===== src/rtl/hsvc_pkg.sv =====
package hsvc_pkg;

    localparam int COUNT_BITS_DEF = 16;
    localparam int FRAC_BITS_DEF  = 16;
    localparam int DEN_BITS       = 16;
    localparam int HUE_BITS       = 9;
    localparam int RGB_BITS       = 24;
    localparam int IN_BITS        = 16;
    localparam int ADDR_BITS      = 4;
    localparam int DATA_BITS      = 32;

    localparam logic [1:0] MODE_NONE = 2'd0;
    localparam logic [1:0] MODE_HUE  = 2'd1;
    localparam logic [1:0] MODE_SAT  = 2'd2;
    localparam logic [1:0] MODE_VAL  = 2'd3;

    localparam logic [1:0] REG_MODE = 2'd0;
    localparam logic [1:0] REG_DIV  = 2'd1;
    localparam logic [1:0] REG_HUE  = 2'd2;
    localparam logic [1:0] REG_MAX  = 2'd3;

    localparam logic [HUE_BITS-1:0] HUE_WRAP = 9'd360;

    typedef struct packed {
        logic                black;
        logic [1:0]          mode;
        logic                ramp_zero;
        logic                ramp_one;
        logic [HUE_BITS-1:0] fhue;
    } t_meta;

    typedef struct packed {
        logic [1:0]          color_mode;
        logic [DEN_BITS-1:0] hue_divisor;
        logic [HUE_BITS-1:0] fixed_hue;
        logic [DEN_BITS-1:0] max_iterations;
    } t_cfg;

endpackage


===== src/rtl/hsvc_cfg.sv =====
module hsvc_cfg (
    input  logic                             i_clk,
    input  logic                             i_rst_n,
    input  logic                             psel,
    input  logic                             penable,
    input  logic                             pwrite,
    input  logic [hsvc_pkg::ADDR_BITS-1:0]   paddr,
    input  logic [hsvc_pkg::DATA_BITS-1:0]   pwdata,
    output logic [hsvc_pkg::DATA_BITS-1:0]   prdata,
    output logic                             pready,
    output hsvc_pkg::t_cfg                   o_cfg
);
    hsvc_pkg::t_cfg r_cfg;
    logic [1:0]     idx;

    assign idx    = paddr[3:2];
    assign pready = 1'b1;
    assign o_cfg  = r_cfg;

    always_ff @(posedge i_clk) begin
        if (!i_rst_n) begin
            r_cfg.color_mode     <= hsvc_pkg::MODE_HUE;
            r_cfg.hue_divisor    <= 16'd1;
            r_cfg.fixed_hue      <= 9'd0;
            r_cfg.max_iterations <= 16'd50;
        end else if (psel && penable && pwrite) begin
            case (idx)
                hsvc_pkg::REG_MODE: r_cfg.color_mode     <= pwdata[1:0];
                hsvc_pkg::REG_DIV:  r_cfg.hue_divisor    <= pwdata[15:0];
                hsvc_pkg::REG_HUE:  r_cfg.fixed_hue      <= pwdata[8:0];
                hsvc_pkg::REG_MAX:  r_cfg.max_iterations <= pwdata[15:0];
                default: ;
            endcase
        end
    end

    always_comb begin
        case (idx)
            hsvc_pkg::REG_MODE: prdata = 32'(r_cfg.color_mode);
            hsvc_pkg::REG_DIV:  prdata = 32'(r_cfg.hue_divisor);
            hsvc_pkg::REG_HUE:  prdata = 32'(r_cfg.fixed_hue);
            hsvc_pkg::REG_MAX:  prdata = 32'(r_cfg.max_iterations);
            default:            prdata = '0;
        endcase
    end
endmodule


===== config.mk =====
export PLATFORM = sky130hd
export DESIGN_NAME = hsvc_cfg
export DESIGN_NICKNAME = d
export VERILOG_FILES = /design/src/rtl/hsvc_pkg.sv /design/src/rtl/hsvc_cfg.sv
export SDC_FILE = /design/constraint.sdc
export NUM_CORES = 1
export LEC_CHECK = 0
export BUFFER_PORTS_ARGS = -buffer_cell sky130_fd_sc_hd__buf_2
export CORE_MARGIN = 4
export CORE_UTILIZATION = 24
export DETAILED_ROUTE_END_ITERATION = 12
export GPL_ROUTABILITY_DRIVEN = 0
export MAX_ROUTING_LAYER = met4
export PLACE_DENSITY = 0.51
export SYNTH_ARGS = -nofsm -noshare
export SYNTH_HDL_FRONTEND = slang
export SYNTH_SLANG_ARGS = --single-unit

===== constraint.sdc =====
create_clock -name i_clk -period 2.3 [get_ports i_clk]
set_input_delay 0.23 -clock i_clk [delete_from_list [all_inputs] [get_ports i_clk]]
set_output_delay 0.23 -clock i_clk [all_outputs]
set_load 0.02 [all_outputs]

# After elaboration in Yosys (flattened, before gate mapping)
# Cells that the tools add are included.
# Widths: inputs -> output; s select.
# word_totals
output_inout_bits,76
reg_bits,43
# op_classes
eq_ne,3
reduce_logical,7
mux,1
# op_table
op,count
$pmux 32 s4,1
$reduce_and 2->1,4
$eq 2x2->1 const B,2
$eq 2x1->1 const B,1
$logic_and 1x1->1,2
$logic_not 2->1,1

# Depth between registers and ports, before layout
# depth
depth_word,3
ltp_mapped,6

# Worst setup path after synthesis
# Ideal clock, no wire load.
# synth_timing
path_kind,input to output
start,input paddr[3] (netlist name)
end,output prdata[11] (netlist name)
stages,4
path_slack_ns,1.062
t_arrival_ns,1.008
cell_sequence,buf_4 buf_4 mux2i_1 nor2b_1
# synth_via
elab_chain_cells,2
word_cells_on_any_way,5
# synth_rtl
item,line_no,source
"start, declared",hsvc_cfg.sv:7,"input logic [hsvc_pkg::ADDR_BITS-1:0] paddr,"
$eq 2x2->1 (tied with other cells),hsvc_cfg.sv:38,case (idx)
$pmux 32 s4 *,hsvc_cfg.sv:38,
"end, declared",hsvc_cfg.sv:9,"output logic [hsvc_pkg::DATA_BITS-1:0] prdata,"
# Every way passes the cells marked *; elsewhere a longest branch is shown, timed or not. The select of a mux whose other input is x is not followed.

# Worst setup path in the final report
# layout_timing
start,input paddr[3] (netlist name)
end,output prdata[1] (netlist name)
# Same word-level chain as after synthesis.

==> flow_summary.json <==
{
  "vias": 1713,
  "critPathLaunchType": "input port",
  "route.detailed.drc": 0,
  "synthTopCellsByArea": "dfxtp_1 (40%), mux2i_1 (23%), nand2_1 (9.3%)",
  "synth_seq_area_share_pct": 39.65,
  "cts_tree": "yes",
  "syn_avg_cell_area_um2": 9.735,
  "multi_input_area_um2": 1134,
  "vias_per_cell": 4.209,
  "synth-async-reset-ratio_pct": 0,
  "preCtsSetupSlack_ns": 0.5144,
  "n_antenna_cell": 0,
  "grt.overflow.total": 0,
  "drt_iter0_markers": 35,
  "row_count": 34,
  "finClkSkew_ns": 0,
  "synthToLayoutAreaGrowth_pct": 23.86,
  "slew_headroom_pct": 56.80,
  "initial_core_util_pct": 24.77,
  "outcome": "finished, final reports clean",
  "grt_pass1_vias": 1662,
  "clock-sinks": 43,
  "slew_viol_final": 0,
  "end_kind": "output port",
  "synthFlopType": "dfxtp_1",
  "fin_nets": 339,
  "htreeDepth": 2,
  "synth_top_area_cell": "dfxtp_1",
  "grt_max_degree": 33,
  "fmax_mhz": 574.9,
  "ys_types": 22,
  "cts_hold_buf": 0,
  "critPathRequiredTime_ns": 2.07,
  "die_h_um": 103.1,
  "cts_resized": 0,
  "port_buffers": 81,
  "hold_path_class": "in2reg",
  "clk_latency_ns": 0.28,
  "synth.most_common_cell": "nand2_1",
  "drive_gt1_share_pct": 33.78,
  "hold_viol": 0,
  "grt.busiest_layer": "met2",
  "grt_usage_pct": 11.19,
  "cp.arrival_ns": 1.51,
  "grtUsageMet3_pct": 2.909,
  "wire_per_inst_um": 14.29,
  "period_minus_slack_ns": 1.739,
  "worstPathMaxFanout": 21,
  "fin_crit_sh_pct": 75.62,
  "clockBufferDepth": 2,
  "fillers": 953,
  "powerDensity_nw_per_um2": 552.7,
  "fin_hold_ws_ns": 0.1985,
  "rsz0062_at_grt": "no",
  "hpwl_um": 4232,
  "tightest_slew_ns": 0.6480,
  "largest_register_ff_count": 43,
  "grt_pass1_wl_um": 8804,
  "synth_edf_count": 0,
  "use_met2_pct": 17.66,
  "synth_top_area_share_pct": 39.65,
  "vdd_ir_drop_max_uv": 227.5,
  "antenna_found_initial": 0,
  "die-area_um2": 10630,
  "cts_root_buf": "clkbuf_8",
  "clk_pin_slew_ns": 0.09,
  "synth-seq-cells": 43,
  "grt_use_met1_pct": 14.45,
  "synth_common_cells": "nand2_1 (54), mux2i_1 (49), dfxtp_1 (43)",
  "finalSetupViolations": 0,
  "synth_warnings": 0,
  "total_leakage_power_nw": 1.262,
  "path_class": "in2out",
  "fin_ws_ns": 0.5607,
  "antenna_left": 0,
  "cts_buffers": 5,
  "ff_latch_area_um2": 860.8,
  "drv_cap": 0,
  "fp.dieW_um": 103.1,
  "syn_inst": 223,
  "ios": 117,
  "core_um2": 8763,
  "finalSetupTns_ns": 0,
  "drtPass1Iterations": 4,
  "drt-total-wl_um": 5817,
  "netlist_area_um2": 2171,
  "post_cts_buffers": 0
}
## cell type report
type                    instances  area share, %
flip-flops and latches         43          32.01
well taps                     108          5.026
multi-input cells             162          42.16
clock inverters                 1         0.2792
repair buffers                 86          16.94
clock buffers                   7          3.583
## layout by cell type, fill, tap and decap left out, types with 2 or more instances in the layout
master and instances:
buf_2 81, conb_1 17, mux4_2 2, mux2i_1 49
dfxtp_1 43, clkbuf_8 7, a22o_1 7, nand2_1 54
nor2b_1 15, and3_1 2, a21oi_1 2, buf_4 4
mux2_1 7
## report_power, final
part | leakage (nW) | total [mW] | internal, mW | switching [mW]
registers | 0.347 | 0.761 | 0.754 | 0.00705
clock network | 0.0505 | 0.545 | 0.274 | 0.271
logic | 0.865 | 0.181 | 0.0619 | 0.119
## routing by layer
layer	vias up	part of all wire, %
met3	4	7.3
li1	859	-
met4	0	0.50
met2	57	45
met1	793	47
met5	-	0
## kinds of logic (layout without fill, tap and decap cells)
family / Yosys count / after routing / share of synthesized area [%]
AOI/OAI and AO/OA: 9 / 9 / 3.285
buffers and inverters: 33 / 94 / 10.95
DFF: 43 / 43 / 39.65
muxes: 58 / 58 / 28.30
other: 2 / 17 / 0.3460
and+or+nand+nor: 78 / 78 / 17.46
## worst paths after layout
check	startpoint	end	slack (ns)	depth (start not counted)
worst min register to register	o_cfg[23]$_SDFFE_PN0P_	o_cfg[23]$_SDFFE_PN0P_	0.47	2
worst max register to register	o_cfg[25]$_SDFFE_PN1P_	o_cfg[25]$_SDFFE_PN1P_	1.52	3
worst min-delay path	pwdata[9]	o_cfg[9]$_SDFFE_PN0P_	0.20	3
worst max-delay path	paddr[3]	prdata[1]	0.56	3
## worst max-delay path: stages
cell and delay [ns]:
buf_2 0.51, mux4_2 0.58, buf_2 0.18
## through the flow
stage / instances / utilization [%] / instance area, um^2 / power (mW)
6_report: 407 / 30.68 / 2689 / 1.486
5_1_grt: 407 / 30.68 / 2689 / 1.565
3_3_place_gp: 399 / 29.50 / 2585 / 0.9621
4_1_cts: 407 / 30.68 / 2689 / 1.519
3_5_place_dp: 399 / 29.50 / 2585 / 0.9625
2_1_floorplan: 238 / - / 2227 / 0.9271
No activity file was read; power rests on OpenSTA's default activity.
