### config.mk
export PLATFORM = sky130hd
export DESIGN_NAME = hsvc_hsv
export DESIGN_NICKNAME = d
export VERILOG_FILES = /design/src/rtl/hsvc_pkg.sv /design/src/rtl/hsvc_hsv.sv
export SDC_FILE = /design/constraint.sdc
export NUM_CORES = 2
export LEC_CHECK = 0
export ABC_AREA = 0
export BUFFER_PORTS_ARGS = -buffer_cell sky130_fd_sc_hd__buf_2
export CORE_MARGIN = 10
export CORE_UTILIZATION = 35
export CTS_CLUSTER_DIAMETER = 40
export DETAILED_ROUTE_END_ITERATION = 8
export PLACE_DENSITY = 0.5
export SLEW_MARGIN = 20
export SYNTH_ARGS = -nofsm -noshare
export SYNTH_HDL_FRONTEND = slang
export SYNTH_SLANG_ARGS = --single-unit
export TNS_END_PERCENT = 30
### constraint.sdc
create_clock -name i_clk -period 13.05 [get_ports i_clk]
set_clock_uncertainty 0.2 [all_clocks]
set_input_delay 0.6525 -clock i_clk [delete_from_list [all_inputs] [get_ports i_clk]]
set_output_delay 0.6525 -clock i_clk [all_outputs]
set_load 0.005 [all_outputs]
### src/rtl/hsvc_pkg.sv
package hsvc_pkg;

    localparam int COUNT_BITS_DEF = 16;
    localparam int FRAC_BITS_DEF  = 16;
    localparam int DEN_BITS       = 16;
    localparam int HUE_BITS       = 9;
    localparam int RGB_BITS       = 24;
    localparam int IN_BITS        = 16;
    localparam int ADDR_BITS      = 4;
    localparam int DATA_BITS      = 32;

    localparam logic [1:0] MODE_NONE = 2'd0;
    localparam logic [1:0] MODE_HUE  = 2'd1;
    localparam logic [1:0] MODE_SAT  = 2'd2;
    localparam logic [1:0] MODE_VAL  = 2'd3;

    localparam logic [1:0] REG_MODE = 2'd0;
    localparam logic [1:0] REG_DIV  = 2'd1;
    localparam logic [1:0] REG_HUE  = 2'd2;
    localparam logic [1:0] REG_MAX  = 2'd3;

    localparam logic [HUE_BITS-1:0] HUE_WRAP = 9'd360;

    typedef struct packed {
        logic                black;
        logic [1:0]          mode;
        logic                ramp_zero;
        logic                ramp_one;
        logic [HUE_BITS-1:0] fhue;
    } t_meta;

    typedef struct packed {
        logic [1:0]          color_mode;
        logic [DEN_BITS-1:0] hue_divisor;
        logic [HUE_BITS-1:0] fixed_hue;
        logic [DEN_BITS-1:0] max_iterations;
    } t_cfg;

endpackage

### src/rtl/hsvc_hsv.sv
// Six-sector HSV to RGB, five register stages.
module hsvc_hsv #(
    parameter int F = 16
) (
    input  logic                          i_clk,
    input  logic                          i_rst_n,
    input  logic                          i_en,
    input  logic                          i_valid,
    input  logic [hsvc_pkg::HUE_BITS-1:0] i_hue,
    input  logic [F:0]                    i_s,
    input  logic [F:0]                    i_v,
    input  logic                          i_black,
    output logic                          o_valid,
    output logic [hsvc_pkg::RGB_BITS-1:0] o_rgb
);
    localparam logic [F:0] ONE = {1'b1, {F{1'b0}}};
    // reciprocal of 60, exact for (rem << F) / 60 with rem < 60
    localparam longint unsigned RECIP = ((64'd1 << (F + 12)) + 64'd59) / 64'd60;
    localparam logic [F+6:0] RECIP_W = (F+7)'(RECIP);

    logic [4:0] r_valid;

    // stage 1
    logic [2:0] n_sec, r1_sec;
    logic [8:0] base;
    logic [5:0] r1_rem;
    logic [F:0] r1_s, r1_v;
    logic       r1_black;
    // stage 2
    logic [2:0] r2_sec;
    logic [F-1:0] r2_f;
    logic [F:0] r2_s, r2_v;
    logic       r2_black;
    logic [F+11:0] fprod;
    // stage 3
    logic [2:0] r3_sec;
    logic [F:0] r3_sf, r3_s1f, r3_s, r3_v;
    logic [7:0] r3_vv;
    logic       r3_black;
    logic [2*F+1:0] sf_prod, s1f_prod;
    logic [F+8:0]   vv_prod;
    // stage 4
    logic [2:0] r4_sec;
    logic [2*F+1:0] r4_ap, r4_aq, r4_at;
    logic [7:0] r4_vv;
    logic       r4_black;
    // stage 5
    logic [7:0] cp, cq, ct, n_r, n_g, n_b;
    logic [hsvc_pkg::RGB_BITS-1:0] r5_rgb;

    function automatic logic [7:0] chan255(input logic [2*F+1:0] a);
        logic [2*F+9:0] m;
        m = ({8'd0, a} << 8) - {8'd0, a};
        return m[2*F+7:2*F];
    endfunction

    always_comb begin
        if      (i_hue >= 9'd300) n_sec = 3'd5;
        else if (i_hue >= 9'd240) n_sec = 3'd4;
        else if (i_hue >= 9'd180) n_sec = 3'd3;
        else if (i_hue >= 9'd120) n_sec = 3'd2;
        else if (i_hue >= 9'd60)  n_sec = 3'd1;
        else                      n_sec = 3'd0;
        case (n_sec)
            3'd1:    base = 9'd60;
            3'd2:    base = 9'd120;
            3'd3:    base = 9'd180;
            3'd4:    base = 9'd240;
            3'd5:    base = 9'd300;
            default: base = 9'd0;
        endcase
    end

    assign fprod    = (F+12)'(r1_rem) * (F+12)'(RECIP_W);
    assign sf_prod  = (2*F+2)'(r2_s) * (2*F+2)'(r2_f);
    assign s1f_prod = (2*F+2)'(r2_s) * (2*F+2)'(ONE - {1'b0, r2_f});
    assign vv_prod  = ({8'd0, r2_v} << 8) - {8'd0, r2_v};

    assign cp = chan255(r4_ap);
    assign cq = chan255(r4_aq);
    assign ct = chan255(r4_at);

    always_comb begin
        case (r4_sec)
            3'd0:    begin n_r = r4_vv; n_g = ct;    n_b = cp;    end
            3'd1:    begin n_r = cq;    n_g = r4_vv; n_b = cp;    end
            3'd2:    begin n_r = cp;    n_g = r4_vv; n_b = ct;    end
            3'd3:    begin n_r = cp;    n_g = cq;    n_b = r4_vv; end
            3'd4:    begin n_r = ct;    n_g = cp;    n_b = r4_vv; end
            default: begin n_r = r4_vv; n_g = cp;    n_b = cq;    end
        endcase
    end

    always_ff @(posedge i_clk) begin
        if (!i_rst_n) begin
            r_valid <= '0;
        end else if (i_en) begin
            r_valid <= {r_valid[3:0], i_valid};
        end
    end

    always_ff @(posedge i_clk) begin
        if (i_en) begin
            r1_sec   <= n_sec;
            r1_rem   <= 6'(i_hue - base);
            r1_s     <= i_s;
            r1_v     <= i_v;
            r1_black <= i_black;

            r2_sec   <= r1_sec;
            r2_f     <= fprod[F+11:12];
            r2_s     <= r1_s;
            r2_v     <= r1_v;
            r2_black <= r1_black;

            r3_sec   <= r2_sec;
            r3_sf    <= sf_prod[2*F:F];
            r3_s1f   <= s1f_prod[2*F:F];
            r3_vv    <= vv_prod[F+7:F];
            r3_s     <= r2_s;
            r3_v     <= r2_v;
            r3_black <= r2_black;

            r4_sec   <= r3_sec;
            r4_ap    <= (2*F+2)'(r3_v) * (2*F+2)'(ONE - r3_s);
            r4_aq    <= (2*F+2)'(r3_v) * (2*F+2)'(ONE - r3_sf);
            r4_at    <= (2*F+2)'(r3_v) * (2*F+2)'(ONE - r3_s1f);
            r4_vv    <= r3_vv;
            r4_black <= r3_black;

            r5_rgb   <= r4_black ? '0 : {n_r, n_g, n_b};
        end
    end

    assign o_valid = r_valid[4];
    assign o_rgb   = r5_rgb;
endmodule

; Yosys cells after proc, flatten, opt, wreduce, memory -nomap -nowiden
; Cells that the tools add are included.
[classes]
reduce_logical = 5
n_mux = 9
add_sub_neg = 9
mul = 6
magnitude_cmp = 5
n_eq_ne = 9
[ops]
columns = operator, n
row1 = $sub 40x34->40, 3
row2 = $mul 18x18->34, 3
row3 = $pmux 8 s3, 3
row4 = $sub 17x17->18 const A, 3
row5 = $mul 17x16->33, 1
row6 = $mul 18x18->33, 1
row7 = $pmux 6 s5, 1
row8 = $mul 6x23->28 const B, 1
row9 = $sub 24x17->24, 1
row10 = $ge 9x8->1 const B, 2
row11 = $sub 17x16->18 const A, 1
row12 = $eq 3x2->1 const B, 4
row13 = $eq 3x3->1 const B, 3
row14 = $ge 9x6->1 const B, 1
row15 = $ge 9x7->1 const B, 1
row16 = $ge 9x9->1 const B, 1
row17 = $reduce_or 2->1, 4
row18 = $eq 3x1->1 const B, 2
row19 = $mux 3, 2
row20 = $sub 6x6->6, 1
row21 = $mux 2, 2
row22 = $logic_not 3->1, 1
row23 = $mux 1, 1
[word_totals]
word_cells = 68
ff_bits = 321
input_bits = 48
output_inout_bits = 25

; Depth between registers and ports, before layout
[depth]
depth_word = 9
ltp_mapped = 33
mapped_depth_nobuf = 30

; Worst setup path before layout
; No wires, ideal clock.
[synth_timing]
path_kind = flip-flop to flip-flop
start = reg r3_sf[0]
end = reg r4_aq[31], data pin
n_path_buf = 3
arrival_time_ns = 7.785
path_slack_ns = 4.791
setup_time_ns = 0.274
synth_period_minus_slack_ns = 8.259
required_time_ns = 12.576
path_stages_with_launch = 30
cell_sequence = edfxtp_1 clkbuf_1 clkbuf_1 inv_1 ha_1 nand2_1 or3_1 or2_2 or4_1 xor2_1 clkbuf_1 nand2_1 fa_1 inv_1 fa_1 fa_1 fa_1 fa_1 inv_1 fa_1 inv_1 ha_1 a21o_1 a21o_1 a21oi_1 o21ai_0 o41ai_1 a21oi_1 nor4_1 a211oi_1
[synth_between]
elab_chain_len = 2
[synth_rtl]
columns = element, line_no
row1 = start: declaration, hsvc_hsv.sv:37  ; logic [F:0] r3_sf, r3_s1f, r3_s, r3_v;
row2 = start signal: assignment, hsvc_hsv.sv:117  ; r3_sf <= sf_prod[2*F:F];
row3 = $sub 17x17->18, hsvc_hsv.sv:126  ; r4_aq <= (2*F+2)'(r3_v) * (2*F+2)'(ONE - r3_sf);
row4 = $mul 18x18->34, hsvc_hsv.sv:126
row5 = end signal: assignment, hsvc_hsv.sv:126
row6 = end: declaration, hsvc_hsv.sv:44  ; logic [2*F+1:0] r4_ap, r4_aq, r4_at;
; Every way passes these cells.
; A chain may end at the register's enable or synchronous reset.

; Final worst setup path
; Same ends and word-level chain as after synthesis.

==> impl_metrics.json <==
{
  "status": "finished clean",
  "core_area_um2": 178800,
  "fmax_ghz": 0.1129,
  "vias": 44800,
  "cts_root_buf": "clkbuf_16",
  "postRouteWirelength_um": 169700,
  "viasPerCell": 4.882,
  "wl_per_cell_um": 18.50,
  "synth-adder-area-share_pct": 50.02,
  "die_y_um": 444.7,
  "drt_iter0_drc": 2319,
  "synth-simple-area-share_pct": 15.35,
  "crit_top_cell": "fa_1",
  "max_cap_violations": 0,
  "grt_pass1_vias": 49090,
  "worst_pin_slew_ns": 1.138,
  "crit_path_start_kind": "flip-flop",
  "setup_viol": 0,
  "synth_mux_area_share_pct": 0.2279,
  "finalSetupTns_ns": 0,
  "dr.pass1.iters": 6,
  "critical_path.top_delay_family": "adder cells",
  "end_kind": "flip-flop",
  "grt_max_degree": 102,
  "path_clk_slew_ns": 0.05,
  "ys_top_cells_by_area": "fa_1 (37%), edfxtp_1 (15%), ha_1 (13%)",
  "synthCells": 6735,
  "min_period_over_period_pct": 67.86,
  "synth_edf_count": 315,
  "htree_levels": 3,
  "clockBufferDepth": 3,
  "synth_top_family_by_area": "adder cells",
  "rsz0062_at_grt": "false",
  "fp-row-count": 155,
  "drc": 0,
  "start_util_pct": 35.30,
  "synth_top_area_share_pct": 36.50,
  "synth_common_cells": "inv_1 (1,561), fa_1 (1,151), nand2_1 (971)",
  "synthArstFlopShare_pct": 0,
  "dp_hpwl_um": 131700,
  "whs_ns": 0.1393,
  "io_pins": 73,
  "syn_to_final_growth_pct": 9.859,
  "slowest_stage": "edfxtp_1",
  "antenna_found_initial": 8,
  "gp_congestion": 0.8531,
  "fin_crit_ns": 8.856,
  "synth_cell_type_count": 88,
  "grt_usage_pct": 17.54,
  "synth_seq_area_share_pct": 15.14,
  "die_x_um": 444.7,
  "cp_data_arrival_time_ns": 9.06,
  "crit_type": "reg -> reg",
  "cts_buffers": 71,
  "worst-path-buf-inv": 5,
  "ys_warn_count": 0,
  "ys.flop_type": "edfxtp_1",
  "die-area_um2": 197700,
  "postCtsResizedCells": 0,
  "cp_max_fo": 20,
  "yosys.cell_count.top_type": "inv_1",
  "timing.slew.headroom_pct": 23.31,
  "io_buffers": 72,
  "grt_pass1_wl_um": 275900,
  "finalMaxSlewViolations": 0,
  "design_area_um2": 69350,
  "ant_nets": 0,
  "syn_nets": 8615,
  "clock_latency_ns": 0.68,
  "cpPeakStageDelay_ns": 0.66,
  "hold_viol": 0,
  "nNetsFinal": 8639,
  "worst_ep_required_time_ns": 13.25,
  "synth.avg_cell_area_um2": 9.372,
  "dpl_cell_area_um2": 66360,
  "cts_tree": "done",
  "synth_xor_xnor_area_share_pct": 2.858,
  "finish.utilization_pct": 38.78,
  "synth_compound_area_share_pct": 5.439,
  "final_layout_size_suffix_gt1_share_pct": 5.662,
  "clock-sinks": 320,
  "synth.largest_area_cell": "fa_1",
  "syn_area_um2": 63120,
  "ys_seq_elements": 320,
  "min_path_type": "in -> reg",
  "overflow": 0
}
-- layer usage --
metal  track usage (%)  vias to the layer above  part of all wire (%)  wire [um]
met3             2.407                      189                   4.6       7756
met1             23.30                    23070                    45      76660
met4             4.195                        2                   2.1       3635
met5                 0                        -                0.0088         15
met2             30.18                      909                    48      81670
li1                  -                    20630                     -          -
-- final timing paths --
kind                            depth (start not counted)  slack (ns)      from        end
worst min-delay path                                    2        0.14  i_hue[8]  r1_sec[2]
worst min register to register                          0        0.21  r3_vv[2]   r4_vv[2]
worst max register to register                         28        4.19  r3_sf[0]  r4_aq[31]
worst max-delay path                                   28        4.19  r3_sf[0]  r4_aq[31]
-- worst reg2reg max path: cells and delay by family (launching register included) --
family          cells  cell delay, ns
fa+ha+maj           8            3.50
compound gates      7            1.79
simple gates        7            1.75
flops               1            0.66
buf+inv             5            0.53
xor+xnor            1            0.14
-- cell type report --
class,instances,area (um^2)
Clock buffer,76,1795
Sequential cell,320,9559
Timing Repair Buffer,232,1672
Tap cell,2355,2947
Inverter,1563,5867
Fill cell,18060,109500
Clock inverter,55,777.0
Antenna cell,4,10.01
Multi-Input combinational cell,4571,46720
-- what timing repair did --
| action | CTS | global route |
|---|---|---|
| hold endpoints to repair | 42 | 0 |
| buffers inserted | 0 | 0 |
| hold buffers | 40 | 0 |
-- cells by family after synthesis --
group           after synthesis
flops                       320
fa+ha+maj                  1833
mux                          14
xor+xnor                    206
buf+inv                    1844
compound gates              505
simple gates               2013
-- cells in the final DEF (no fill, tap or decap), drive strengths merged, types with 76 or more instances in the layout --
master  instances
a21oi         122
and2          554
buf           192
clkbuf         76
edfxtp        315
fa           1151
ha            681
inv          1576
nand2         971
nor2          186
o21ai          90
xnor2         150
-- registers in the layout (all words and copies together) (netlist names), 3 cells and up --
register / cells
r4_ap: 34
r4_aq: 34
r4_at: 34
o_rgb: 24
r1_s: 17
r1_v: 17
r2_s: 17
r2_v: 17
r3_s1f: 17
r3_s: 17
r3_sf: 17
r3_v: 17
r2_f: 15
r3_vv: 8
r4_vv: 8
r1_rem: 6
r_valid: 5
r1_sec: 3
r2_sec: 3
r3_sec: 3
r4_sec: 3
-- per-stage QoR --
stage | worst slack (ns) | instances
3_5_place_dp | 4.136 | 9001
6_report | 4.194 | 9176
5_1_grt | 3.544 | 9173
4_1_cts | 4.126 | 9172
3_3_place_gp | 4.168 | 9001
2_1_floorplan | 4.791 | 6735
Power is not shown: default switching activity piles up to over one toggle a cycle in this logic, so the estimate is an artifact.
