## config.mk

```make
export PLATFORM = sky130hd
export DESIGN_NAME = hsvc_mod
export DESIGN_NICKNAME = d
export VERILOG_FILES = /design/src/rtl/hsvc_pkg.sv /design/src/rtl/hsvc_mod.sv
export SDC_FILE = /design/constraint.sdc
export NUM_CORES = 1
export LEC_CHECK = 0
export BUFFER_PORTS_ARGS = -buffer_cell sky130_fd_sc_hd__clkbuf_2
export CAP_MARGIN = 10
export CORE_ASPECT_RATIO = 0.7
export CORE_UTILIZATION = 45
export CTS_CLUSTER_DIAMETER = 50
export CTS_CLUSTER_SIZE = 20
export DETAILED_ROUTE_END_ITERATION = 6
export GPL_ROUTABILITY_DRIVEN = 1
export SLEW_MARGIN = 30
export SYNTH_ARGS = -nofsm -noshare
export SYNTH_HDL_FRONTEND = slang
export SYNTH_SLANG_ARGS = --single-unit
```

## constraint.sdc

```tcl
create_clock -name i_clk -period 11 [get_ports i_clk]
set_clock_uncertainty 0.2 [all_clocks]
set_input_delay 1.1 -clock i_clk [delete_from_list [all_inputs] [get_ports i_clk]]
set_output_delay 1.1 -clock i_clk [all_outputs]
set_load 0.005 [all_outputs]
```

## src/rtl/hsvc_pkg.sv

```systemverilog
package hsvc_pkg;

    localparam int COUNT_BITS_DEF = 16;
    localparam int FRAC_BITS_DEF  = 16;
    localparam int DEN_BITS       = 16;
    localparam int HUE_BITS       = 9;
    localparam int RGB_BITS       = 24;
    localparam int IN_BITS        = 16;
    localparam int ADDR_BITS      = 4;
    localparam int DATA_BITS      = 32;

    localparam logic [1:0] MODE_NONE = 2'd0;
    localparam logic [1:0] MODE_HUE  = 2'd1;
    localparam logic [1:0] MODE_SAT  = 2'd2;
    localparam logic [1:0] MODE_VAL  = 2'd3;

    localparam logic [1:0] REG_MODE = 2'd0;
    localparam logic [1:0] REG_DIV  = 2'd1;
    localparam logic [1:0] REG_HUE  = 2'd2;
    localparam logic [1:0] REG_MAX  = 2'd3;

    localparam logic [HUE_BITS-1:0] HUE_WRAP = 9'd360;

    typedef struct packed {
        logic                black;
        logic [1:0]          mode;
        logic                ramp_zero;
        logic                ramp_one;
        logic [HUE_BITS-1:0] fhue;
    } t_meta;

    typedef struct packed {
        logic [1:0]          color_mode;
        logic [DEN_BITS-1:0] hue_divisor;
        logic [HUE_BITS-1:0] fixed_hue;
        logic [DEN_BITS-1:0] max_iterations;
    } t_cfg;

endpackage

```

## src/rtl/hsvc_mod.sv

```systemverilog
// Reduces the hue quotient modulo 360 in three register stages.
// x mod 360 = 8 * ((x >> 3) mod 45) + x[2:0]; since 4096 mod 45 = 1, the
// 12-bit chunks of x >> 3 are summed, folded to 12 bits, and the last
// step uses a reciprocal multiply by ceil(2^18 / 45).
// Items of every mode but the hue mode pass through untouched.
module hsvc_mod #(
    parameter int NW = 32
) (
    input  logic            i_clk,
    input  logic            i_rst_n,
    input  logic            i_en,
    input  logic            i_valid,
    input  logic [NW-1:0]   i_x,
    input  hsvc_pkg::t_meta i_meta,
    output logic            o_valid,
    output logic [NW-1:0]   o_x,
    output hsvc_pkg::t_meta o_meta
);
    localparam int YW = NW - 3;
    localparam int NC = (YW + 11) / 12;
    localparam int PW = NC * 12;
    localparam int SW = 16;
    localparam logic [24:0] RECIP45 = 25'd5826;

    logic [2:0]      r_valid;
    // stage 1
    logic [PW-1:0]   ypad;
    logic [SW-1:0]   n_sum, r_sum;
    logic [2:0]      r1_low;
    logic [NW-1:0]   r1_x;
    hsvc_pkg::t_meta r1_meta;
    // stage 2
    logic [12:0]     fold1;
    logic [11:0]     n_fold, r_fold;
    logic [2:0]      r2_low;
    logic [NW-1:0]   r2_x;
    hsvc_pkg::t_meta r2_meta;
    // stage 3
    logic [24:0]     qprod;
    logic [6:0]      q45;
    logic [5:0]      r45;
    logic [NW-1:0]   r3_x;
    hsvc_pkg::t_meta r3_meta;

    always_comb begin
        ypad  = PW'(i_x >> 3);
        n_sum = '0;
        for (int k = 0; k < NC; k++) begin
            n_sum = n_sum + SW'(ypad[k*12 +: 12]);
        end
    end

    assign fold1  = 13'(r_sum[11:0]) + 13'(r_sum[SW-1:12]);
    assign n_fold = fold1[12] ? 12'(fold1[11:0] + 12'd1) : fold1[11:0];

    assign qprod = 25'(r_fold) * RECIP45;
    assign q45   = qprod[24:18];
    assign r45   = 6'(r_fold - 12'(q45) * 12'd45);

    always_ff @(posedge i_clk) begin
        if (!i_rst_n) begin
            r_valid <= '0;
        end else if (i_en) begin
            r_valid <= {r_valid[1:0], i_valid};
        end
    end

    always_ff @(posedge i_clk) begin
        if (i_en) begin
            r_sum   <= n_sum;
            r1_low  <= i_x[2:0];
            r1_x    <= i_x;
            r1_meta <= i_meta;

            r_fold  <= n_fold;
            r2_low  <= r1_low;
            r2_x    <= r1_x;
            r2_meta <= r1_meta;

            r3_x    <= (r2_meta.mode == hsvc_pkg::MODE_HUE) ? NW'({r45, r2_low}) : r2_x;
            r3_meta <= r2_meta;
        end
    end

    assign o_valid = r_valid[2];
    assign o_x     = r3_x;
    assign o_meta  = r3_meta;
endmodule

```

* Yosys cells after proc, flatten, opt, wreduce, memory -nomap -nowiden
Cells that the tools add are included.
Word-level totals: bits of input ports 50, flip-flop bits (word level) 175, output and inout bits 47
Operators by class: eq/ne operators 1, add/sub/neg operators 5, $mul 2, mux-type cells 2
Operators with widths (count):
- 12-bit by 12-bit multiplier with 24-bit output, second input constant | 1
- 13-bit by 5-bit adder with 14-bit output | 1
- 12-bit by 12-bit adder with 13-bit output | 1
- 12-bit by 4-bit adder with 13-bit output | 1
- 12-bit by 1-bit adder with 12-bit output, second input constant | 1
- 12-bit two-way mux | 1
- 9-bit two-way mux | 1
- 7-bit by 6-bit multiplier with 6-bit output, second input constant | 1
- 6-bit subtractor | 1
- 2-bit by 1-bit equality test with 1-bit output, second input constant | 1

* Logic depth before layout (Yosys ltp)
Gate-level depths: netlist of the first run.
depth in word-level cells 4, mapped depth 30

* Worst setup path before layout of the first run
OpenSTA, ideal clock, no wires.
path type reg2reg, start register r_fold[1], end register r3_x[8] (netlist: o_x[8]), data pin, arrival time 6.608 ns, stages on the path, launching flop included 27, library setup time 0.260 ns, clock period less this slack 7.068 ns, setup slack 3.932 ns, buffers on the path 0, cells stage by stage edfxtp_1 > ha_1 > inv_1 > fa_1 > inv_1 > fa_1 > fa_1 > inv_1 > fa_1 > inv_1 > ha_1 > nand2_1 > o22ai_2 > nand3b_1 > a31o_1 > a221o_1 > ha_1 > ha_1 > fa_1 > ha_1 > inv_1 > ha_1 > a21oi_1 > xnor2_1 > xnor2_1 > xnor2_1 > mux2_2
On the way: longest elaborated chain between the ends 4
Ends and longest elaborated chain:
- start, declared | RTL line hsvc_mod.sv:34 | logic [11:0] n_fold, r_fold;
- start signal, assigned | RTL line hsvc_mod.sv:75 | r_fold <= n_fold;
- 12-bit by 12-bit multiplier with 24-bit output | RTL line hsvc_mod.sv:56 | assign qprod = 25'(r_fold) * RECIP45;
- 7-bit by 6-bit multiplier with 6-bit output | RTL line hsvc_mod.sv:58 | assign r45 = 6'(r_fold - 12'(q45) * 12'd45);
- 6-bit subtractor (*) | RTL line hsvc_mod.sv:58
- 9-bit two-way mux (*) | RTL line hsvc_mod.sv:80 | r3_x <= (r2_meta.mode == hsvc_pkg::MODE_HUE) ? NW'({r45, r2_low}) : r2_x;
- end signal, assigned | RTL line hsvc_mod.sv:80
- end, declared | RTL line hsvc_mod.sv:42 | logic [NW-1:0] r3_x;
Every way passes the cells marked *; elsewhere a longest branch is shown, timed or not. A chain may end at the register's enable or synchronous reset.

* Worst setup path in the final report of the first run
Ends and elaborated chain as after synthesis.

==> results of run 1 <==
[stage by stage]
stage	area [um2]	utilization, %	worst slack [ns]	cells	hold WS (ns)
after floorplan	8573	-	3.932	580	0.2003
after global placement	9340	51.00	3.687	907	0.2004
after detailed placement	9343	51.01	3.500	907	0.2045
after CTS	9951	54.33	3.487	939	0.2179
after global routing	9951	54.33	3.143	939	0.2218
final	9951	54.33	3.516	939	0.2169
[cells in the mapped netlist, drive strengths merged (2+ instances only)]
library cell	instances	area [um2]
nor2b	8	50.05
or2	2	12.51
xor2	6	52.55
o211ai	2	15.01
clkbuf	6	22.52
nand4	4	25.02
nor2	13	48.80
nand2	20	75.07
nand2b	2	12.51
fa	39	780.8
nor4	2	18.77
a21oi	17	85.08
nor3	2	10.01
inv	84	315.3
o21ai	9	45.04
a21o	7	52.55
nand3	6	30.03
mux2	4	45.04
edfxtp	164	4925
xnor2	36	315.3
and3	3	18.77
and2	23	143.9
mux2i	3	30.03
dfxtp	3	60.06
ha	101	1264
[registers in the layout, indices dropped and copies added, names as in the netlist, 3 cells and up]
signal	flops
r_sum	14
r2_x	30
o_meta	14
o_x	32
r_valid	3
r1_x	30
r1_meta	14
r2_meta	14
r_fold	12
[layer usage]
metal	routed length, um	up-vias
met5	0	-
met3	532	12
met4	132	0
li1	-	2248
met2	6587	75
met1	7426	2218
[cells by family (layout without fill, tap and decap cells)]
kind of cell	Yosys count	count (layout)	synth area share, %
flip-flops	167	167	58.14
adder cells (fa/ha/maj)	140	140	23.85
buffers and inverters	90	213	3.940
AND/OR/NAND/NOR	87	87	5.371
AO/OA/AOI/OAI	47	47	3.532
XOR/XNOR	42	42	4.291
multiplexers	7	7	0.8756
[worst max-delay path, stage by stage, from the launching register on]
cell and delay (ns):
edfxtp_1 0.58, ha_1 0.40, inv_1 0.06, fa_1 0.53, inv_1 0.05, fa_1 0.50
fa_1 0.54, inv_1 0.06, fa_1 0.54, inv_1 0.05, ha_1 0.19, a21oi_1 0.16
o21ai_1 0.08, a31oi_1 0.27, nand2_1 0.16, a21oi_1 0.21, xnor2_1 0.18, ha_1 0.28
ha_1 0.30, fa_1 0.48, ha_1 0.28, inv_1 0.04, ha_1 0.31, a21oi_1 0.17
xnor2_1 0.16, xnor2_1 0.15, xnor2_1 0.09, mux2_2 0.25
[worst max path at each step]
stage | end | slack, ns | depth (start not counted)
final | o_x[8] | 3.52 | 27
after global routing | o_x[8] | 3.14 | 30
after CTS | o_x[8] | 3.49 | 27
after detailed placement | o_x[8] | 3.50 | 30
after global placement | o_x[8] | 3.69 | 26
after floorplan | o_x[8] | 3.93 | 26
[area by class of cell]
| class | instances | area (um2) | share of cell area, % |
|---|---|---|---|
| multi-input cells | 323 | 3253 | 32.69 |
| inverters | 84 | 315.3 | 3.169 |
| clock inverters | 15 | 182.7 | 1.836 |
| repair buffers | 97 | 494.2 | 4.967 |
| well taps | 236 | 295.3 | 2.967 |
| flip-flops and latches | 167 | 4985 | 50.09 |
| clock buffers | 17 | 425.4 | 4.275 |
==> out/metrics.yaml, run 1 <==
floorplanning:
  ios: 97
  die_w_um: 167.0
  start_util_pct: 46.81
  coreArea_mm2: 0.01831
  die_h_um: 117.5
  core.rowCount: 41
  dieArea_mm2: 0.01962
timing:
  slew_headroom_pct: 42.24
  setup_tns_ns: 0
  setup-violations-final: 0
  post-route-min-period_ns: 7.484
  clock.fmax_mhz: 133.6
  grt_setup_unrepaired: "no"
  slew_violations: 0
  worstMarginPinSlew_ns: 0.8664
  period_share_pct: 68.04
  hold_viol_final: 0
cts:
  clockBufferDepth: 2
  cts_resized: 0
  cts_tree: "done"
  clock_latency_ns: 0.42
  cts_buffers: 17
  cts_max_level: 4
  cts_hold_buffers: 0
  clockRootBuffer: "clkbuf_16"
  clock-sinks: 167
  clk_pin_slew_ns: 0.07
  post_cts_buffers: 0
route:
  drc: 0
  finalWirelength_um: 14680
  post_drt_wl_per_cell_um: 15.63
  vias: 4553
  drt_iter0_drc: 314
  post_drt_via_cell_ratio: 4.849
  drt_pass1_iterations: 4
  ant_nets: 0
grt:
  grt-ovfl-total: 0
  grt_pass1_vias: 4689
  use_met2_pct: 24.32
  grt_pass1_wl_um: 24030
  grt_use_met1_pct: 22.81
  grt_usage_pct: 15.99
  globalRouteMet3Util_pct: 3.564
  busiest_layer: "met2"
  grt_max_degree: 100
  antenna_found_initial: 0
min_path:
  holdPathStages: 0
  min-delay-start: "r1_x[6]"
  hold_path_class: "reg2reg"
  whs_endpoint: "r2_x[6]"
synthesis:
  ys_seq_elements: 167
  ys_warn_count: 0
  ys.flop_type: "edfxtp_1"
  yosysSeqAreaShare_pct: 58.14
  synth_edf_count: 164
  yosysUniqueCellTypes: 42
  synth_area_mm2: 0.008573
  avgSynthCellArea_um2: 14.78
  ys_async_sr_fraction_pct: 0
  syn_nets: 770
  synth_cells: 580
layout:
  drive_gt1_share_pct: 19.49
  layout_commonest_cell: "edfxtp_1"
  diodes: 0
  final_cell_mix: "edfxtp_1, ha_1, clkbuf_2"
  fillers: 1490
  synthToLayoutAreaGrowth_pct: 16.07
  nets: 880
run_status:
  status: "finished, final reports clean"
critical_path:
  worstPathArrival_ns: 7.46
  rr_worst_depth: 27
  cp-end-kind: "register"
  rr_endpoint: "o_x[8]"
  crit_required_ns: 10.97
  cp-startpoint: "r_fold[1]"
  rrSetupSlack_ns: 3.52
  critPathLaunchType: "register"
  r2r-start: "r_fold[1]"
  worstSetupPathType: "reg2reg"
  worst-path-max-fanout: 8
placed_design:
  gp_congestion: 0.7761
  dp_hpwl_um: 11220
  port_buffers: 96
job:
  cap_violations: 0
Power of run 1 is not shown: default switching activity piles up to over one toggle a cycle in this logic, so the estimate is an artifact.
==> run 2: changes to the inputs <==
==> constraint.sdc (replaced) <==
create_clock -name i_clk -period 7.25 [get_ports i_clk]
set_clock_uncertainty 0.2 [all_clocks]
set_input_delay 0.725 -clock i_clk [delete_from_list [all_inputs] [get_ports i_clk]]
set_output_delay 0.725 -clock i_clk [all_outputs]
set_load 0.005 [all_outputs]
==> run 2 against run 1 <==
Final cell count increased by 1.9%; flip-flop and latch count unchanged; final area increased by 3.3%; worst hold slack got worse by 0.0052 ns; critical path depth unchanged; die area unchanged; maximum frequency increased by 5.3%; via count increased by 2.0%; non-clock buffer count increased by 18; register-to-register slack got worse by 3.4 ns; global-route usage increased by 0.54 points; highest routed layer unchanged.
==> out/metrics.yaml, run 2 (synthesis gave the netlist of run 1 again) <==
cts:
  clk_pin_slew_ns: 0.07  # about the same
  cts_buffers: 17  # unchanged
  clock_latency_ns: 0.42  # about the same
  clockRootBuffer: "clkbuf_16"  # unchanged
  clockBufferDepth: 2  # unchanged
  cts_max_level: 4  # unchanged
  clock-sinks: 167  # unchanged
  cts_tree: "done"  # unchanged
floorplanning:
  start_util_pct: 46.81  # unchanged
  coreArea_mm2: 0.01831  # unchanged
  ios: 97  # unchanged
  die_w_um: 167.0  # unchanged
  die_h_um: 117.5  # unchanged
  dieArea_mm2: 0.01962  # unchanged
  core.rowCount: 41  # unchanged
route:
  drt_pass1_iterations: 5  # was 4
  post_drt_wl_per_cell_um: 15.95  # was 15.63 um
  ant_nets: 0  # unchanged
  vias: 4644  # was 4553
  drc: 0  # unchanged
  finalWirelength_um: 15270  # was 14680 um
  post_drt_via_cell_ratio: 4.853  # was 4.849
  drt_iter0_drc: 344  # was 314
layout:
  postLayoutCellArea_mm2: 0.01028  # was 0.009951 mm2
  layout_commonest_cell: "edfxtp_1"  # unchanged
  largest_register_ffs: 32  # unchanged
  nets: 898  # was 880
  drive_gt1_share_pct: 24.41  # was 19.49%
  final_cell_mix: "edfxtp_1, clkbuf_2, ha_1"  # was edfxtp_1, ha_1, clkbuf_2
  post-route-util_pct: 56.12  # was 54.33%
  synthToLayoutAreaGrowth_pct: 19.88  # was 16.07%
  diodes: 0  # unchanged
timing:
  period_share_pct: 98.07  # was 68.04%
  worstMarginPinSlew_ns: 0.7201  # was 0.8664 ns
  post-route-min-period_ns: 7.110  # was 7.484 ns
  slew_headroom_pct: 51.99  # was 42.24%
  setup-violations-final: 0  # unchanged
  clock.fmax_mhz: 140.6  # was 133.6 MHz
  hold_viol_final: 0  # unchanged
  slew_violations: 0  # unchanged
  holdWs_ns: 0.2118  # was 0.2169 ns
placed_design:
  port_buffers: 96  # unchanged
  dp_hpwl_um: 11320  # was 11220 um
  gp_congestion: 0.7970  # was 0.7761
  postPlaceCellArea_mm2: 0.009423  # was 0.009343 mm2
critical_path:
  crit_required_ns: 7.23  # was 10.97 ns
  cp-end-kind: "register"  # unchanged
  worstPathArrival_ns: 7.09  # was 7.46 ns
  worst-path-max-fanout: 4  # was 8
  critPathLaunchType: "register"  # unchanged
  worstSetupPathType: "reg2reg"  # unchanged
grt:
  grt_max_degree: 85  # was 100
  grt_usage_pct: 16.53  # was 15.99%
  grt-ovfl-total: 0  # unchanged
  grt_pass1_wl_um: 24850  # was 24030 um
  antenna_found_initial: 0  # unchanged
  grt_pass1_vias: 4790  # was 4689
min_path:
  hold_path_class: "reg2reg"  # unchanged
run_status:
  status: "finished, final reports clean"  # unchanged
job:
  cap_violations: 0  # unchanged
## run 2: through the flow
stage / instances / TNS, ns / setup slack [ns]
detailed placement: 916 / -0.03680 / -0.03680
finish: 957 / 0 / 0.1396
floorplan: 580 / 0 / 0.1821
global placement: 915 / 0 / 0.1168
global route: 957 / -0.09006 / -0.09006
CTS: 950 / 0 / 0.001224
## run 2: what timing repair did
action / CTS / global route
buffers inserted: 2 / 7
pin swaps: 0 / 29
gates resized for setup: 1 / 23
setup endpoints to repair: 1 / 1
hold buffers: 0 / 0
## run 2: worst paths after layout
check | slack [ns] | cells past startpoint | endpoint | startpoint
setup / recovery | 0.14 | 27 | o_x[8] | r_fold[6]
hold reg to reg | 0.21 | 0 | o_meta[1] | r2_meta[1]
setup reg to reg | 0.14 | 27 | o_x[8] | r_fold[6]
hold / removal | 0.21 | 0 | o_meta[1] | r2_meta[1]
## run 2: metal layers
metal	vias to the layer above	wire length, um	global-route usage [%]	share of wire [%]
li1	2289	-	-	-
met1	2262	7555	23.21	49
met2	86	7164	25.86	47
met3	7	466	4.237	3.1
met4	0	81	3.704	0.53
met5	-	0	0	0
## run 2: area by class of cell
type,count,area [um2]
flip-flops and latches,167,4985
clock inverters,15,205.2
multi-input cells,323,3410
fillers,1425,8036
inverters,84,315.3
clock buffers,17,425.4
repair buffers,115,641.9
well taps,236,295.3
## run 2: critical path: stages, from the launching register on
cell and delay [ns]:
edfxtp_1 0.49, ha_4 0.32, inv_1 0.06, fa_1 0.52, inv_1 0.05, fa_1 0.54
inv_1 0.06, fa_1 0.52, inv_1 0.04, ha_1 0.34, ha_4 0.33, nand4_1 0.14
nand3b_1 0.26, buf_4 0.18, nand2_2 0.09, a21oi_1 0.09, xnor2_1 0.25, ha_1 0.31
ha_4 0.28, fa_1 0.41, ha_1 0.31, inv_2 0.07, ha_4 0.21, a21oi_2 0.14
xnor2_1 0.15, xnor2_1 0.11, xnor2_1 0.12, mux2_2 0.26
Power of run 2 is left out for the same reason.
